==> src/hdl/assert_macros.svh <==
// assertion helpers shared by the tracker rtl
// used by the modules that check their own control logic
`ifndef ASSERT_MACROS_SVH
`define ASSERT_MACROS_SVH

// condition holds at every edge out of reset
`define ASSERT_ALWAYS(lbl, clk, rst_n, cond, msg) \
  lbl: assert property (@(posedge clk) disable iff (!rst_n) (cond)) else $error(msg);

// consequent holds in the same cycle as the antecedent
`define ASSERT_IMPL(lbl, clk, rst_n, ante, cons, msg) \
  lbl: assert property (@(posedge clk) disable iff (!rst_n) (ante) |-> (cons)) else $error(msg);

// consequent holds in the cycle after the antecedent
`define ASSERT_NEXT(lbl, clk, rst_n, ante, cons, msg) \
  lbl: assert property (@(posedge clk) disable iff (!rst_n) (ante) |=> (cons)) else $error(msg);

`endif

==> src/hdl/tht_pkg.sv <==
// types, constants and helpers of the tcp handshake latency tracker
// no dependencies; imported by every tracker module
package tht_pkg;

  localparam int TABLE_DEPTH  = 1024;
  localparam int WINDOW_DEPTH = 1024;
  localparam int TIDX_W = $clog2(TABLE_DEPTH);
  localparam int TCNT_W = $clog2(TABLE_DEPTH + 1);
  localparam int WIDX_W = $clog2(WINDOW_DEPTH);
  localparam int WCNT_W = $clog2(WINDOW_DEPTH + 1);

  localparam logic [3:0] ST_ESTABLISHED = 4'd1;
  localparam logic [3:0] ST_SYN_SENT    = 4'd2;
  localparam logic [3:0] ST_CLOSE       = 4'd7;

  localparam logic [31:0] WINDOW_US_RESET = 32'd60000000;

  typedef enum logic [2:0] {
    KIND_START     = 3'd0,
    KIND_SUCCESS   = 3'd1,
    KIND_FAILURE   = 3'd2,
    KIND_UNMATCHED = 3'd3,
    KIND_IGNORED   = 3'd4,
    KIND_AGED      = 3'd5
  } kind_e;

  typedef enum logic [2:0] {
    OP_AGE,
    OP_START,
    OP_TERM_OK,
    OP_TERM_FAIL,
    OP_IGNORE
  } op_e;

  typedef struct packed {
    op_e         op;
    logic [63:0] addrs;
    logic [31:0] ports;
    logic [47:0] now;
  } cmd_t;

  typedef struct packed {
    kind_e       kind;
    logic [63:0] addrs;
    logic [31:0] ports;
    logic [47:0] lat;
    logic [31:0] att;
    logic [31:0] suc;
    logic [31:0] fail;
    logic [31:0] unm;
    logic        ovf;
  } res_t;

  typedef struct packed {
    logic        valid;
    logic [63:0] addrs;
    logic [31:0] ports;
    logic [47:0] start;
  } pend_ent_t;

  typedef struct packed {
    logic        ok;
    logic [47:0] stamp;
  } win_ent_t;

  function automatic logic [31:0] sat_inc(input logic [31:0] v);
    return (v == 32'hFFFF_FFFF) ? v : v + 32'd1;
  endfunction

  function automatic logic [31:0] floor_dec(input logic [31:0] v);
    return (v == 32'd0) ? v : v - 32'd1;
  endfunction

endpackage

==> src/hdl/tht_front.sv <==
// front end: accepts input beats, classifies them and queues commands
// depends on tht_pkg
module tht_front (
  input  logic           clk_i,
  input  logic           rst_ni,
  input  logic           push,
  output logic           full,
  input  logic           hold_i,
  input  logic           req_type_i,
  input  logic [31:0]    src_addr_i,
  input  logic [31:0]    dst_addr_i,
  input  logic [15:0]    src_port_i,
  input  logic [15:0]    dst_port_i,
  input  logic [3:0]     old_state_i,
  input  logic [3:0]     new_state_i,
  input  logic [47:0]    time_us_i,
  output logic           cmd_vld_o,
  output tht_pkg::cmd_t  cmd_o,
  input  logic           cmd_pop_i
);
  import tht_pkg::*;

  cmd_t       q_mem_q [2];
  logic       wp_q, rp_q;
  logic [1:0] cnt_q;
  cmd_t       cls;
  logic       acc;

  always_comb begin
    cls.addrs = {src_addr_i, dst_addr_i};
    cls.ports = {src_port_i, dst_port_i};
    cls.now   = time_us_i;
    if (req_type_i) begin
      cls.op = OP_AGE;
    end else if (new_state_i == ST_SYN_SENT && old_state_i != ST_SYN_SENT) begin
      cls.op = OP_START;
    end else if (new_state_i == ST_ESTABLISHED) begin
      cls.op = OP_TERM_OK;
    end else if (new_state_i == ST_CLOSE) begin
      cls.op = OP_TERM_FAIL;
    end else begin
      cls.op = OP_IGNORE;
    end
  end

  assign full      = (cnt_q == 2'd2) || hold_i;
  assign acc       = push && !full;
  assign cmd_vld_o = (cnt_q != 2'd0);
  assign cmd_o     = q_mem_q[rp_q];

  always_ff @(posedge clk_i) begin
    if (acc) begin
      q_mem_q[wp_q] <= cls;
    end
  end

  always_ff @(posedge clk_i or negedge rst_ni) begin
    if (!rst_ni) begin
      wp_q  <= 1'b0;
      rp_q  <= 1'b0;
      cnt_q <= 2'd0;
    end else begin
      if (acc) begin
        wp_q <= ~wp_q;
      end
      if (cmd_pop_i) begin
        rp_q <= ~rp_q;
      end
      cnt_q <= cnt_q + {1'b0, acc} - {1'b0, cmd_pop_i};
    end
  end

endmodule

==> config.mk <==
export PLATFORM = sky130hd
export DESIGN_NAME = tht_front
export DESIGN_NICKNAME = d
export VERILOG_FILES = /design/src/hdl/assert_macros.svh /design/src/hdl/tht_pkg.sv /design/src/hdl/tht_front.sv
export SDC_FILE = /design/constraint.sdc
export NUM_CORES = 1
export LEC_CHECK = 0
export ABC_AREA = 1
export BUFFER_PORTS_ARGS = -buffer_cell sky130_fd_sc_hd__buf_2
export CAP_MARGIN = 20
export CORE_MARGIN = 2
export CORE_UTILIZATION = 35
export DETAILED_ROUTE_END_ITERATION = 10
export GPL_TIMING_DRIVEN = 0
export PLACE_DENSITY_LB_ADDON = 0.05
export SLEW_MARGIN = 0
export SYNTH_ARGS = -nofsm -noshare
export SYNTH_HDL_FRONTEND = slang
export SYNTH_SLANG_ARGS = --single-unit
==> constraint.sdc <==
create_clock -name clk_i -period 12.6 [get_ports clk_i]
set_input_delay 0 -clock clk_i [delete_from_list [all_inputs] [get_ports clk_i]]
set_output_delay 0 -clock clk_i [all_outputs]
set_load 0.05 [all_outputs]
==> results_dict.tcl <==
set metrics [dict create \
    arrival_ns 2.58 \
    crit_path_max_fanout 31 \
    grt_pass1_wl_mm 36.7 \
    cts.htree.levels 1 \
    synth_nets 657 \
    vias 6281 \
    setup_violations 0 \
    cts_sinks 298 \
    critical-path-top-delay-family "simple AND/OR/NAND/NOR gates" \
    power_leakage_nw 5.93 \
    cts_made_buffers 31 \
    fillerInstances 2603 \
    max_slew_margin 0.535 \
    cts-root-buf "clkbuf_16" \
    end_kind "register" \
    avgSynthCellArea_sq_um 22.0 \
    status "finished, final reports clean" \
    ys_types 16 \
    ir_worst_vdd_mv 0.133 \
    hold_path.class "in2reg" \
    num_antenna_cells 0 \
    coreArea_sq_um 30700 \
    avgViaCountPerCell 4.43 \
    path_common_cell "buf_12" \
    grt_usage 0.141 \
    layout.nets 1163 \
    maxSlewViolCount 0 \
    grt_antenna_before_repair 0 \
    wl_per_cell_microns 16.8 \
    hold_violations 0 \
    dp_hpwl_mm 16.3 \
    yosys.area.top_type "edfxtp_1" \
    synthCells 497 \
    slowest_delay_ns 0.66 \
    whs_ns 0.0448 \
    ff_latch_area_sq_um 8930 \
    start_util 0.356 \
    grt_max_degree 32 \
    drc 0 \
    path_clk_slew_ns 0.06 \
    drive_gt1_frac 0.513 \
    critPathKind "reg2reg" \
    cp.required_ns 12.82 \
    critPathSlowestCell "nor2_4" \
    gp_congestion 0.707 \
    cts_setup_buffers 0 \
    drt_iter0_drc 287 \
    rows 64 \
    setup_tns_ns 0 \
    fp.dieW_microns 181 \
    synth-seq-cells 298 \
    fin_skew_ns 0.0120 \
    dieHeight_microns 181 \
    first_global_vias 6949 \
    syn_to_final_growth_pct 43.7 \
    cts_resized 0 \
    worstPathCellList "nand2_1, nand3_1, nor2_4, buf_12, buf_12" \
    maxCapViolCount 0 \
    portBuffers 306 \
    seq_area_frac_synth 0.817 \
    fin_crit_sh 0.187 \
    syn_area_sq_um 10900 \
    start_kind "register" \
    synthTopCellsByArea "edfxtp_1 (81%), mux2_2 (15%), buf_6 (1.2%)" \
    rsz0062_at_grt "false" \
    p_per_area_nw_per_um2 223 \
    dieArea_sq_um 32600 \
    grt-ovfl-total 0 \
    clockBufferDepth 3 \
    cts_tree "done" \
    multiInputGateArea_sq_um 1820 \
    synth.yosys.warnings 0 \
    ios 307 \
    fin_crit_ns 2.36 \
    crit_buf_inv 2 \
    antenna_left 0 \
    routed_wl_mm 23.9 \
    clkLatencyLatePin_ns 0.54 \
    worst_pin_slew_ns 0.696 \
    fmax_mhz 424 \
    synth.top_cell.area_share 0.808 \
    drtPass1Iterations 4 \
]
==> cell usage in the layout, fill, tap and decap left out, types with 2 or more instances in the layout <==
cell type and instances:
edfxtp_1 294, clkbuf_16 31, clkinv_2 9, a21oi_1 2, xnor2_1 2, nor2_1 5, buf_2 308, clkinv_1 3
inv_1 9, nor2_4 2, xor2_1 2, buf_6 12, buf_12 9, bufinv_16 3, buf_4 2, nand3_1 2
clkbuf_1 7, ha_1 2, nand2_1 8, dlygate4sd3_1 157, dfrtp_1 4, mux2_2 147
==> worst paths after layout <==
path,to,cells after the start,startpoint,slack [ns]
hold / removal,q_mem_q[1][146]$_DFFE_PP_,7,new_state_i[0],0.04
max in group asynchronous,rp_q$_DFFE_PN0P_,3,rst_ni,12.05
setup reg to reg,q_mem_q[1][61]$_DFFE_PP_,5,cnt_q[1]$_DFF_PN0_,10.24
min in group asynchronous,cnt_q[0]$_DFF_PN0_,3,rst_ni,0.38
setup / recovery,q_mem_q[1][61]$_DFFE_PP_,5,cnt_q[1]$_DFF_PN0_,10.24
hold reg to reg,cnt_q[0]$_DFF_PN0_,1,cnt_q[0]$_DFF_PN0_,0.53
==> cells in the mapped netlist <==
cell and instances:
nand4_1 1, xnor2_1 2, buf_4 2, nand3_1 2
mux2_2 147, buf_2 2, a21oi_1 2, or2_2 1
nor2_1 7, dfrtp_1 4, inv_1 9, ha_1 2
buf_6 12, edfxtp_1 294, xor2_1 2, nand2_1 8
==> metrics by stage <==
stage | total power (W) | cell area (sq um) | worst slack [ns] | util | cells
final | 0.00350 | 15700 | 10.24 | 0.512 | 1419
after global routing | 0.00365 | 15700 | 10.10 | 0.512 | 1419
after CTS | 0.00355 | 15700 | 10.19 | 0.512 | 1419
after detailed placement | 0.00265 | 13200 | 10.22 | 0.430 | 1209
after global placement | 0.00265 | 13000 | 1.55 | 0.422 | 1199
after floorplan | 0.00234 | 10900 | 5.22 | - | 497
==> final cells by class <==
cell class | instances | share of cell area
flip-flops and latches | 298 | 0.569
repair buffers | 473 | 0.211
multi-input cells | 174 | 0.116
clock buffers | 38 | 0.0511
well taps | 396 | 0.0316
plain buffers | 16 | 0.0102
clock inverters | 15 | 0.00933
inverters | 9 | 0.00215
==> cell families after synthesis <==
logic type,count (synthesis),synth area share
DFF,298,0.817
muxes,147,0.151
and+or+nand+nor,19,0.00722
adders and majority gates,2,0.00229
AOI/OAI and AO/OA,2,0.000916
xor gates and xnor gates,4,0.00321
buffers and inverters,25,0.0177
==> flip-flops by register name, indices dropped and copies added, names as in the netlist <==
| name | cells |
|---|---|
| cnt_q | 2 |
| rp_q | 1 |
| q_mem_q | 294 |
| wp_q | 1 |
==> report_power, final <==
part           leakage, nW  switching, W  total, W  internal [W]
logic                 2.73      0.000959   0.00139      0.000429
registers             2.73     0.0000269   0.00126       0.00123
clock network        0.473      0.000346  0.000853      0.000507
total                 5.93       0.00133   0.00350       0.00217
==> worst min-delay path: cells and delay by family <==
kind          cells  cell delay, ns
buf+inv           2            0.13
simple gates      5            0.32
==> routing by layer <==
layer,part of all wire,global-route usage
met1,0.39,0.167
met2,0.50,0.248
met3,0.083,0.0454
met4,0.022,0.0345
met5,0,0
==> what timing repair did <==
item	in CTS	in global routing
endpoints found under the setup margin	0	0
hold buffers	157	0
endpoints found under the hold margin	302	0
No activity file was read; power rests on OpenSTA's default activity.
